===== config.mk =====
export PLATFORM = sky130hd
export DESIGN_NAME = metadata_frame_reassembly
export DESIGN_NICKNAME = d
export VERILOG_FILES = /design/src/design/mfr_pkg.sv /design/src/design/mfr_core.sv /design/src/design/metadata_frame_reassembly.sv
export VERILOG_INCLUDE_DIRS = /design/src /design/src/design
export SDC_FILE = /design/constraint.sdc
export NUM_CORES = 1
export LEC_CHECK = 0
export BUFFER_PORTS_ARGS = -buffer_cell sky130_fd_sc_hd__buf_4
export CORE_MARGIN = 2
export CORE_UTILIZATION = 45
export CTS_BUF_LIST = sky130_fd_sc_hd__clkbuf_2
export CTS_CLUSTER_SIZE = 10
export DETAILED_ROUTE_END_ITERATION = 8
export GPL_ROUTABILITY_DRIVEN = 0
export PLACE_DENSITY = 0.62
export SLEW_MARGIN = 20
export SYNTH_ARGS = -nofsm -noshare
export SYNTH_HDL_FRONTEND = slang
export SYNTH_SLANG_ARGS = --single-unit

===== constraint.sdc =====
create_clock -name clk_i -period 23.8 [get_ports clk_i]
set_input_delay 5.95 -clock clk_i [delete_from_list [all_inputs] [get_ports clk_i]]
set_output_delay 5.95 -clock clk_i [all_outputs]
set_load 0.1 [all_outputs]

===== src/design/metadata_frame_reassembly_defines.svh =====
// ----------------------------------------------------------------------------
// Metadata frame reassembly assertion macros
// Shared helpers for the concurrent checks of the reassembly block.
// ----------------------------------------------------------------------------
`ifndef METADATA_FRAME_REASSEMBLY_DEFINES_SVH
`define METADATA_FRAME_REASSEMBLY_DEFINES_SVH

// The consequent must hold in the same cycle as the antecedent.
`define MFR_ASSERT_SAME(label, ante, cons, msg) \
  label: assert property (@(posedge clk_i) disable iff (!rst_ni) (ante) |-> (cons)) \
    else $error(msg);

// The consequent must hold in the cycle after the antecedent.
`define MFR_ASSERT_NEXT(label, ante, cons, msg) \
  label: assert property (@(posedge clk_i) disable iff (!rst_ni) (ante) |=> (cons)) \
    else $error(msg);

`endif


===== src/design/mfr_pkg.sv =====
// ----------------------------------------------------------------------------
// Metadata frame reassembly package
// Types, register indexes and constants shared by the reassembly modules.
// ----------------------------------------------------------------------------
package mfr_pkg;

  localparam int unsigned SidW    = 32;
  localparam int unsigned SeqW    = 16;
  localparam int unsigned TimeW   = 32;
  localparam int unsigned LenW    = 16;
  localparam int unsigned NowW    = 64;
  localparam int unsigned CountW  = 24;
  localparam int unsigned LimitW  = 24;
  localparam int unsigned DlMsW   = 20;
  localparam int unsigned DlUsW   = 30;
  localparam int unsigned MsToUs  = 1000;
  localparam int unsigned CfgIdxW = 2;
  localparam int unsigned CfgDataW = 24;
  localparam int unsigned InDataW  = 160;
  localparam int unsigned OutDataW = 112;

  localparam logic [LimitW-1:0] WireLimitRst     = 24'd65536;
  localparam logic [LimitW-1:0] InflatedLimitRst = 24'd1048576;
  localparam logic [DlUsW-1:0]  DeadlineUsRst    = 30'd1000000;

  typedef enum logic [CfgIdxW-1:0] {
    CFG_WIRE_LIMIT      = 2'd0,
    CFG_INFLATED_LIMIT  = 2'd1,
    CFG_EXPIRY_MS       = 2'd2,
    CFG_COMPRESSED_MODE = 2'd3
  } cfg_idx_e;

  typedef enum logic [1:0] {
    ST_MORE  = 2'd0,
    ST_GAP   = 2'd1,
    ST_LIMIT = 2'd2,
    ST_DONE  = 2'd3
  } status_e;

  typedef struct packed {
    logic [SidW-1:0]  stream_id;
    logic [SeqW-1:0]  seq_num;
    logic [TimeW-1:0] media_time;
    logic             end_marker;
    logic [LenW-1:0]  payload_len;
    logic [NowW-1:0]  now_us;
  } item_t;

  typedef struct packed {
    logic [LimitW-1:0] wire_limit;
    logic [LimitW-1:0] inflated_limit;
    logic [DlUsW-1:0]  deadline_us;
    logic              compressed_mode;
  } cfg_t;

  typedef struct packed {
    status_e           status;
    logic              accept_payload;
    logic              needs_inflate;
    logic [CountW-1:0] frame_length;
    logic [SeqW-1:0]   frame_first_seq;
    logic [TimeW-1:0]  frame_first_time;
    logic [TimeW-1:0]  frame_last_time;
  } result_t;

endpackage


===== src/design/mfr_core.sv =====
// ----------------------------------------------------------------------------
// Metadata frame reassembly core
// Holds the frame tracking state and computes the result of one item.
// ----------------------------------------------------------------------------
module mfr_core (
  input  logic            clk_i,
  input  logic            rst_ni,
  input  logic            step_i,
  input  mfr_pkg::item_t  item_i,
  input  mfr_pkg::cfg_t   cfg_i,
  output mfr_pkg::result_t result_o
);
  import mfr_pkg::*;

  logic              seq_valid_q, seq_valid_d;
  logic [SidW-1:0]   last_stream_q, last_stream_d;
  logic [SeqW-1:0]   last_seq_q, last_seq_d;
  logic              in_frame_q, in_frame_d;
  logic              dropping_q, dropping_d;
  logic [CountW-1:0] byte_count_q, byte_count_d;
  logic [SeqW-1:0]   first_seq_q, first_seq_d;
  logic [TimeW-1:0]  first_time_q, first_time_d;
  logic [TimeW-1:0]  last_time_q, last_time_d;
  logic [NowW-1:0]   start_us_q, start_us_d;

  logic [NowW-1:0]   elapsed;
  logic              expired;
  logic              dup;
  logic              gap;
  logic              handled;
  logic [CountW:0]   sum;
  status_e           status;
  logic              accept;
  logic              inflate;

  assign elapsed = item_i.now_us - start_us_q;
  assign expired = in_frame_q && ($signed(item_i.now_us) > $signed(start_us_q))
                   && (elapsed > NowW'(cfg_i.deadline_us));
  assign dup = seq_valid_q && (last_stream_q == item_i.stream_id)
               && (last_seq_q == item_i.seq_num);
  assign gap = seq_valid_q && ((last_stream_q != item_i.stream_id)
               || (SeqW'(last_seq_q + 1'b1) != item_i.seq_num));

  always_comb begin
    seq_valid_d   = seq_valid_q;
    last_stream_d = last_stream_q;
    last_seq_d    = last_seq_q;
    in_frame_d    = in_frame_q;
    dropping_d    = dropping_q;
    byte_count_d  = byte_count_q;
    first_seq_d   = first_seq_q;
    first_time_d  = first_time_q;
    last_time_d   = last_time_q;
    start_us_d    = start_us_q;
    status        = ST_MORE;
    accept        = 1'b0;
    inflate       = 1'b0;
    handled       = 1'b0;
    sum           = '0;

    if (expired) begin
      in_frame_d   = 1'b0;
      dropping_d   = 1'b1;
      byte_count_d = '0;
      status       = ST_LIMIT;
    end

    if (dup) begin
      status  = ST_MORE;
      handled = 1'b1;
    end else begin
      if (gap) begin
        in_frame_d   = 1'b0;
        dropping_d   = 1'b1;
        byte_count_d = '0;
        status       = ST_GAP;
      end
      last_stream_d = item_i.stream_id;
      last_seq_d    = item_i.seq_num;
      seq_valid_d   = 1'b1;
      if (dropping_d) begin
        if (item_i.end_marker) begin
          dropping_d = 1'b0;
        end
        handled = 1'b1;
      end
    end

    if (!handled) begin
      if (!in_frame_d) begin
        in_frame_d   = 1'b1;
        byte_count_d = '0;
        first_seq_d  = item_i.seq_num;
        first_time_d = item_i.media_time;
        start_us_d   = item_i.now_us;
      end
      last_time_d = item_i.media_time;
      sum = {1'b0, byte_count_d} + (CountW+1)'(item_i.payload_len);
      if (sum > {1'b0, cfg_i.wire_limit}) begin
        in_frame_d   = 1'b0;
        dropping_d   = !item_i.end_marker;
        byte_count_d = '0;
        status       = ST_LIMIT;
      end else begin
        byte_count_d = sum[CountW-1:0];
        accept       = 1'b1;
        if (!item_i.end_marker) begin
          status = ST_MORE;
        end else begin
          in_frame_d = 1'b0;
          if (cfg_i.compressed_mode) begin
            status  = ST_DONE;
            inflate = 1'b1;
          end else if (byte_count_d > cfg_i.inflated_limit) begin
            status = ST_LIMIT;
          end else begin
            status = ST_DONE;
          end
        end
      end
    end
  end

  always_ff @(posedge clk_i or negedge rst_ni) begin
    if (!rst_ni) begin
      seq_valid_q   <= 1'b0;
      last_stream_q <= '0;
      last_seq_q    <= '0;
      in_frame_q    <= 1'b0;
      dropping_q    <= 1'b0;
      byte_count_q  <= '0;
      first_seq_q   <= '0;
      first_time_q  <= '0;
      last_time_q   <= '0;
      start_us_q    <= '0;
    end else if (step_i) begin
      seq_valid_q   <= seq_valid_d;
      last_stream_q <= last_stream_d;
      last_seq_q    <= last_seq_d;
      in_frame_q    <= in_frame_d;
      dropping_q    <= dropping_d;
      byte_count_q  <= byte_count_d;
      first_seq_q   <= first_seq_d;
      first_time_q  <= first_time_d;
      last_time_q   <= last_time_d;
      start_us_q    <= start_us_d;
    end
  end

  assign result_o.status           = status;
  assign result_o.accept_payload   = accept;
  assign result_o.needs_inflate    = inflate;
  assign result_o.frame_length     = byte_count_d;
  assign result_o.frame_first_seq  = first_seq_d;
  assign result_o.frame_first_time = first_time_d;
  assign result_o.frame_last_time  = last_time_d;

endmodule


===== src/design/metadata_frame_reassembly.sv =====
// ----------------------------------------------------------------------------
// Metadata frame reassembly
// Tracks marker-delimited frames of packet descriptors and reports status.
// ----------------------------------------------------------------------------
// An item is registered at the input, and its result again at the output.
// Throughput: one item per cycle unless the output stalls.
// When both registers are full, the input ready follows the output ready.
// Reset clears all frame state and returns the registers to their defaults.
`include "metadata_frame_reassembly_defines.svh"

module metadata_frame_reassembly (
  input  logic                              clk_i,
  input  logic                              rst_ni,
  input  logic                              cfg_we_i,
  input  logic [mfr_pkg::CfgIdxW-1:0]       cfg_idx_i,
  input  logic [mfr_pkg::CfgDataW-1:0]      cfg_wdata_i,
  input  logic                              s_axis_tvalid_i,
  output logic                              s_axis_tready_o,
  // stream_id, seq_num, media_time, payload_len, now_us
  input  logic [mfr_pkg::InDataW-1:0]       s_axis_tdata_i,
  input  logic                              s_axis_tlast_i,
  output logic                              m_axis_tvalid_o,
  input  logic                              m_axis_tready_i,
  // accept_payload, needs_inflate, frame_length, frame_first_seq,
  // frame_first_time, frame_last_time, zero padding
  output logic [mfr_pkg::OutDataW-1:0]      m_axis_tdata_o,
  // status
  output logic [1:0]                        m_axis_tuser_o
);
  import mfr_pkg::*;

  cfg_t    cfg_q;
  item_t   item_q;
  logic    in_valid_q;
  result_t res_q;
  result_t res_d;
  logic    out_valid_q;
  logic    step;

  always_ff @(posedge clk_i or negedge rst_ni) begin
    if (!rst_ni) begin
      cfg_q.wire_limit      <= WireLimitRst;
      cfg_q.inflated_limit  <= InflatedLimitRst;
      cfg_q.deadline_us     <= DeadlineUsRst;
      cfg_q.compressed_mode <= 1'b0;
    end else if (cfg_we_i) begin
      case (cfg_idx_e'(cfg_idx_i))
        CFG_WIRE_LIMIT:      cfg_q.wire_limit <= cfg_wdata_i[LimitW-1:0];
        CFG_INFLATED_LIMIT:  cfg_q.inflated_limit <= cfg_wdata_i[LimitW-1:0];
        CFG_EXPIRY_MS:       cfg_q.deadline_us <=
                               DlUsW'(cfg_wdata_i[DlMsW-1:0]) * DlUsW'(MsToUs);
        CFG_COMPRESSED_MODE: cfg_q.compressed_mode <= cfg_wdata_i[0];
        default: ;
      endcase
    end
  end

  assign step            = in_valid_q && (!out_valid_q || m_axis_tready_i);
  assign s_axis_tready_o = !in_valid_q || step;

  always_ff @(posedge clk_i or negedge rst_ni) begin
    if (!rst_ni) begin
      in_valid_q <= 1'b0;
    end else if (s_axis_tready_o) begin
      in_valid_q <= s_axis_tvalid_i;
    end
  end

  always_ff @(posedge clk_i) begin
    if (s_axis_tready_o && s_axis_tvalid_i) begin
      item_q.stream_id   <= s_axis_tdata_i[31:0];
      item_q.seq_num     <= s_axis_tdata_i[47:32];
      item_q.media_time  <= s_axis_tdata_i[79:48];
      item_q.payload_len <= s_axis_tdata_i[95:80];
      item_q.now_us      <= s_axis_tdata_i[159:96];
      item_q.end_marker  <= s_axis_tlast_i;
    end
  end

  mfr_core u_core (
    .clk_i    (clk_i),
    .rst_ni   (rst_ni),
    .step_i   (step),
    .item_i   (item_q),
    .cfg_i    (cfg_q),
    .result_o (res_d)
  );

  always_ff @(posedge clk_i or negedge rst_ni) begin
    if (!rst_ni) begin
      out_valid_q <= 1'b0;
    end else if (step) begin
      out_valid_q <= 1'b1;
    end else if (m_axis_tready_i) begin
      out_valid_q <= 1'b0;
    end
  end

  always_ff @(posedge clk_i) begin
    if (step) begin
      res_q <= res_d;
    end
  end

  assign m_axis_tvalid_o = out_valid_q;
  assign m_axis_tuser_o  = res_q.status;
  assign m_axis_tdata_o  = {6'd0, res_q.frame_last_time, res_q.frame_first_time,
                            res_q.frame_first_seq, res_q.frame_length,
                            res_q.needs_inflate, res_q.accept_payload};

  `MFR_ASSERT_SAME(a_inflate_only_done, out_valid_q && res_q.needs_inflate, res_q.status == ST_DONE, "needs_inflate without frame done")
  `MFR_ASSERT_SAME(a_gap_no_accept, out_valid_q && (res_q.status == ST_GAP), !res_q.accept_payload, "payload accepted on a gap")
  `MFR_ASSERT_NEXT(a_step_gives_result, step, out_valid_q, "processed item produced no result")

endmodule


==> results of run 1 <==
==> flip-flops by register name (all words and copies together) (netlist names), 2 cells and up <==
| register | cells |
|---|---|
| m_axis_tdata_o | 106 |
| u_core.last_seq_q | 16 |
| u_core.last_time_q | 32 |
| u_core.first_seq_q | 16 |
| u_core.first_time_q | 32 |
| u_core.last_stream_q | 32 |
| cfg_q | 76 |
| item_q | 161 |
| u_core.start_us_q | 64 |
| m_axis_tuser_o | 2 |
| u_core.byte_count_q | 24 |
==> worst min path at each step <==
stage	start	end	slack, ns	cells after the start
after global routing	u_core.first_time_q[26]	u_core.first_time_q[26]	0.51	1
final	item_q[42]	u_core.start_us_q[42]	0.46	1
after detailed placement	u_core.first_time_q[23]	u_core.first_time_q[23]	0.47	1
after CTS	item_q[0]	u_core.start_us_q[0]	0.49	1
after global placement	u_core.first_time_q[16]	u_core.first_time_q[16]	0.46	1
after floorplan	cfg_q[23]	cfg_q[23]	0.45	2
==> cell usage after synthesis (48+ instances only) <==
cell / n
edfxtp_1: 269
inv_1: 200
fa_1: 72
nand4_1: 74
xnor2_1: 92
clkbuf_1: 65
o21ai_0: 132
dfrtp_1: 288
a21o_1: 48
mux2_2: 143
mux2_1: 111
nor2_1: 93
a21oi_1: 148
nand2_1: 303
ha_1: 217
==> report_power, final <==
group          switching (mW)  internal (mW)  total, mW
logic                   0.503          0.320      0.824
registers              0.0490           1.11       1.16
clock network           0.425          0.310      0.735
total                   0.977           1.74       2.72
==> worst max-delay path, cell delays in order <==
cell and delay (ns):
buf_4 0.11, nand3b_1 0.20, buf_4 0.27
==> cell families (layout without fill, tap and decap cells) <==
kind of cell    Yosys count  after routing  synth area share, %
other cells               1             12               0.0116
fa+ha+maj               289            289                 12.9
compound gates          563            563                 11.5
buf+inv                 319            804                 4.27
simple gates            705            705                 10.7
xor+xnor                127            127                 3.45
mux                     264            264                 9.17
flops                   566            566                 48.1
==> metal layers <==
metal	vias up	share of wire, %
met1	11500	43
met4	6	3.4
met5	-	0.047
met3	174	5.5
li1	11100	-
met2	735	48
==> layout make-up <==
cell class / instances / area [um^2] / share of cell area, %
antenna: 6 / 15.0 / 0.0407
clock buffer: 246 / 1230 / 3.34
clock inverter: 34 / 267 / 0.723
inverter: 200 / 751 / 2.04
multi-input combinational: 1954 / 15400 / 41.9
sequential: 566 / 15500 / 42.1
tap: 950 / 1190 / 3.22
timing repair buffer: 324 / 2460 / 6.68
==> through the flow <==
stage / hold WS, ns / power [mW] / util (%)
2_1_floorplan: 0.449 / 1.78 / -
3_3_place_gp: 0.460 / 1.98 / 49.6
3_5_place_dp: 0.470 / 2.00 / 49.6
4_1_cts: 0.485 / 2.76 / 51.7
5_1_grt: 0.508 / 2.91 / 51.8
6_report: 0.460 / 2.72 / 51.8
==> metrics.txt, run 1 <==
GRT Residual Overflow=0; Hold Violations, Final=0; ys flop type=dfrtp_1; Placed Cells=3992; share of the synthesized area in the top cell type=25.0%; Vias=23500; CP max FO=3; sequential area share after synthesis=48.1%; Initial Util=45.3%; Setup Fix Bufs, Post-CTS=0; Rows=98; critical path capture point=s_axis_tready_o; cts hold-fix bufs=0; relative slew slack=25.3%; EDFF count, synth=269; outcome=completed; clk sinks=566; CP required=17.85 ns; reg-to-reg setup timing slack=11.51 ns; gr busiest metal=met2; async set-reset flop share out of synthesis=52.5%; fmax=80.1 MHz; cells after synthesis=2834; TNS Setup=0 ns; Yosys reg bits=566; placed cell area=35300 um^2; cell leakage power=16.5 nW; Final HPWL DP=59300 um; Max IR drop VDD=0.0485 mV; WL final=82800 um; iteration count of the initial detailed-routing pass=5; most common cell after layout, fill and taps aside=buf_4; Avg Cell Area, Syn=11.4 um^2; CP arrival=6.53 ns; CTS Buffer Depth=3; # port buffers=301; RR Endpoint=m_axis_tdata_o[22]; cts repair resizes=0; CP Capture Type=primary output; fin crit share=52.4%; Slew @ Worst Pin=1.11 ns; fin area=36900 um^2; Place WS=11.32 ns; Core Region=71200 um^2; Die Height=272 um; Power Dens Cells=73.8 nW/um^2; Nets=3681; Synth Cell Area=32300 um^2; Yosys top cell by area=edfxtp_1; DIE WIDTH=272 um; Vias/cell=5.48; number of CTS-inserted buffers=154; share of cells above drive strength 1=23.2%; max cap viols=0; crit start category=input pin; residual DRC count=0; fillcell total=6405; critical path class=in2out; I/O pin cnt=308; Max Slew Vio Count=0; most frequent cells in the layout=buf_4 (321), nand2_1 (303), dfrtp_1 (288); Skew-Pair Late Insertion Delay=1.34 ns; M1 GR Usage=28.6%; initial antenna violation count=10; Root Buffer=clkbuf_2; GRT Total Usage=22.4%; Die Footprint=73900 um^2; pin count of the biggest net entering global routing=107; PnR worst setup slack=11.32 ns; Final ANT Viol Nets=0; CTS tree=done; Worst Setup SP=m_axis_tready_i; area delta synth->final=14.2%; drt wl/cell=19.3 um; Worst Skew=0.0981 ns; distinct cell type count after synthesis=84; routing usage on met2=37.1%; M3 GR Usage=4.63%; Final setup viols=0; worst r2r src=item_q[8]; dominant cells by area after synthesis=edfxtp_1 (25%), dfrtp_1 (22%), ha_1 (8.4%); initial drt markers=1673; first-pass GRT wire length=131000 um; min cycle time layout=12.48 ns; Reg clk slew, reported paths=0.14 ns; RSZ-0062 raised after global routing=false; Finished Layout Cells=4280; yosys warns=0; Worst R2R Path Depth=52; Worst Hold Class=reg2reg; CTS H-Tree Depth=4; number of global-route vias before repair=24200
Power figures use the tool's default switching activity.
==> run 2: changes to the inputs <==
Settings changed: PLACE_DENSITY 0.62 to 0.65.
Clock period 23.8 ns to 10.75 ns, I/O delays scaled along.
==> run 2 against run 1 <==
Net effect:
- cell area grew 1.5%
- clock power grew 130%
- count of clock-buffer cells in the layout grew 1
- first-iteration DRC count grew 11%
- die area is the same
- via count grew 2.1%
- total power grew 120%
- worst hold slack gained 0.0092 ns
- critical endpoint is now m_axis_tdata_o[25]
- largest cell class is now multi-input gates
==> metrics.txt, run 2 (synthesized netlist as in run 1, its figures left out) <==
Final HPWL DP=60200 um (+1.6%); TNS Setup=0 ns (unchanged); worst r2r src=item_q[10]; min cycle time layout=10.46 ns; Slew @ Worst Pin=1.09 ns (-0.0215 ns); residual DRC count=0 (unchanged); Worst Hold Class=reg2reg; hold slack=0.469 ns (+0.00924 ns); CP required=11.93 ns (-5.92 ns); Place WS=-0.104 ns (-11.42 ns); most frequent cells in the layout=buf_4 (340), nand2_1 (303), dfrtp_1 (288); largest register by flop count=item_q; placed cell area=35500 um^2 (+0.53%); first-pass GRT wire length=131000 um (+0.32%); Hold Violations, Final=0 (unchanged); drt wl/cell=19.5 um (+0.87%); Worst R2R Path Depth=50 (-3.8%); CP arrival=11.64 ns (+5.11 ns); Die Footprint=73900 um^2 (unchanged); Vias=24000 (+2.1%); relative slew slack=25.6% (+0.24 points); Seq pwr share=42.2% (-0.5 points); fillcell total=6215 (-3.0%); CTS tree=done; Power Dens Cells=163 nW/um^2 (+120%); Nets=3706 (+0.68%); Slowest cell on crit path=o41ai_2; number of CTS-inserted buffers=154 (unchanged); GRT Total Usage=22.6% (+0.19 points); Final ANT Viol Nets=0 (unchanged); initial antenna violation count=7 (-3); Worst Skew=0.0893 ns (-0.00872 ns); Reg clk slew, reported paths=0.11 ns (-0.03 ns); WL final=84200 um (+1.7%); Hold Crit Endpoint=m_axis_tvalid_o; most common cell after layout, fill and taps aside=buf_4; crit start category=flop; Rows=98 (unchanged); max reg flops=161 (unchanged); CP Capture Type=flop; Skew-Pair Late Insertion Delay=1.33 ns (about the same); Crit path largest cell delay=0.47 ns (+0.20 ns); CTS Buffer Depth=3 (unchanged); clk sinks=566 (unchanged); hold path startpoint=in_valid_q; fmax=95.6 MHz; critical path class=reg2reg; hold depth=1 (unchanged); DIE WIDTH=272 um (unchanged); outcome=completed; fin crit share=97.3%; PnR worst setup slack=0.287 ns (-11.03 ns); Final setup viols=0 (unchanged); Root Buffer=clkbuf_2; RR Endpoint=m_axis_tdata_o[25]; CP max FO=14 (+11); cts hold-fix bufs=0 (unchanged); Max IR drop VDD=0.122 mV (+150%); share of cells above drive strength 1=24.9% (+1.7 points); number of global-route vias before repair=24100 (-0.52%); Die Height=272 um (unchanged); reg-to-reg setup timing slack=0.29 ns (-11.22 ns); I/O pin cnt=308 (unchanged); GRT Residual Overflow=0 (unchanged); max cap viols=0 (unchanged); CTS H-Tree Depth=4 (unchanged); Sw Pwr=2.18 mW (+120%); Internal=3.93 mW (+130%); end-of-flow core utilization=52.5% (+0.76 points); # port buffers=301 (unchanged); Sw Ratio=35.7% (-0.20 points); Combinational Power Share=30.4% (about the same); Core Region=71200 um^2 (unchanged); iteration count of the initial detailed-routing pass=6 (+1); area delta synth->final=15.9%; Max Slew Vio Count=0 (unchanged); initial drt markers=1858 (+11%); Vias/cell=5.55 (+1.3%); cell leakage power=16.7 nW (+1.4%); Clk pwr share=27.4% (+0.4 points); Initial Util=45.3% (unchanged); fin area=37400 um^2 (+1.5%); pin count of the biggest net entering global routing=126 (+18%)
## run 2: cell count changes in the layout (fill, tap and decap cells not counted), sizes merged
cell | previous run | this run
buf | 324 | 348
clkinv | 23 | 30
diode | 6 | 11
bufinv | 3 | 5
clkbuf | 246 | 248
inv | 205 | 203
clkinvlp | 3 | 2
## run 2: metrics by stage
| stage | total power [mW] | std cells |
|---|---|---|
| 6_report | 6.11 | 4317 |
| 5_1_grt | 6.53 | 4313 |
| 3_5_place_dp | 4.44 | 4005 |
| 3_3_place_gp | 4.39 | 4003 |
| 2_1_floorplan | 3.94 | 2839 |
| 4_1_cts | 6.16 | 4292 |
## run 2: worst max-delay path by stage
stage	startpoint	endpoint	slack, ns	cells after the start
2_1_floorplan	item_q[10]	m_axis_tdata_o[10]	1.10	53
3_3_place_gp	item_q[8]	m_axis_tdata_o[22]	0.24	47
3_5_place_dp	item_q[8]	m_axis_tdata_o[25]	-0.10	47
4_1_cts	item_q[8]	m_axis_tdata_o[20]	0.007	50
5_1_grt	u_core.start_us_q[10]	m_axis_tdata_o[20]	-0.16	51
6_report	item_q[10]	m_axis_tdata_o[25]	0.29	50
## run 2: routing by layer
layer / GRT usage (%) / share of wire (%)
met1: 28.4 / 41
met2: 37.7 / 49
met3: 4.81 / 5.9
met4: 9.43 / 3.5
met5: 0 / 0
## run 2: area by class of cell
class	count	area (um^2)	share of cell area, %
well taps	950	1190	3.18
clock inverters	40	323	0.863
diodes	11	27.5	0.0735
inverters	200	751	2.01
flip-flops and latches	566	15500	41.5
multi-input cells	1954	15600	41.7
repair buffers	349	2760	7.36
clock buffers	247	1240	3.30
## run 2: power groups by stage
stage	combinational, mW	clock [mW]	sequential, mW
after floorplan	1.17	0	2.77
after global placement	1.77	0	2.62
after detailed placement	1.82	0	2.62
after CTS	1.83	1.75	2.58
after global routing	2.07	1.85	2.60
final	1.86	1.67	2.58
## run 2: worst max-delay path, delay by kind of cell, from the launching register on
family	cells	cell delay (ns)
and+or+nand+nor	14	2.66
adders and majority gates	4	1.03
buffers and inverters	3	0.51
DFF	1	0.43
xor gates and xnor gates	2	0.43
AOI/OAI and AO/OA	27	5.27
## run 2: timing repair
action	4_1_cts	5_1_grt
setup endpoints to repair	51	54
pin swaps	0	22
resized for setup	2	53
buffers inserted	0	12
gates cloned	0	1
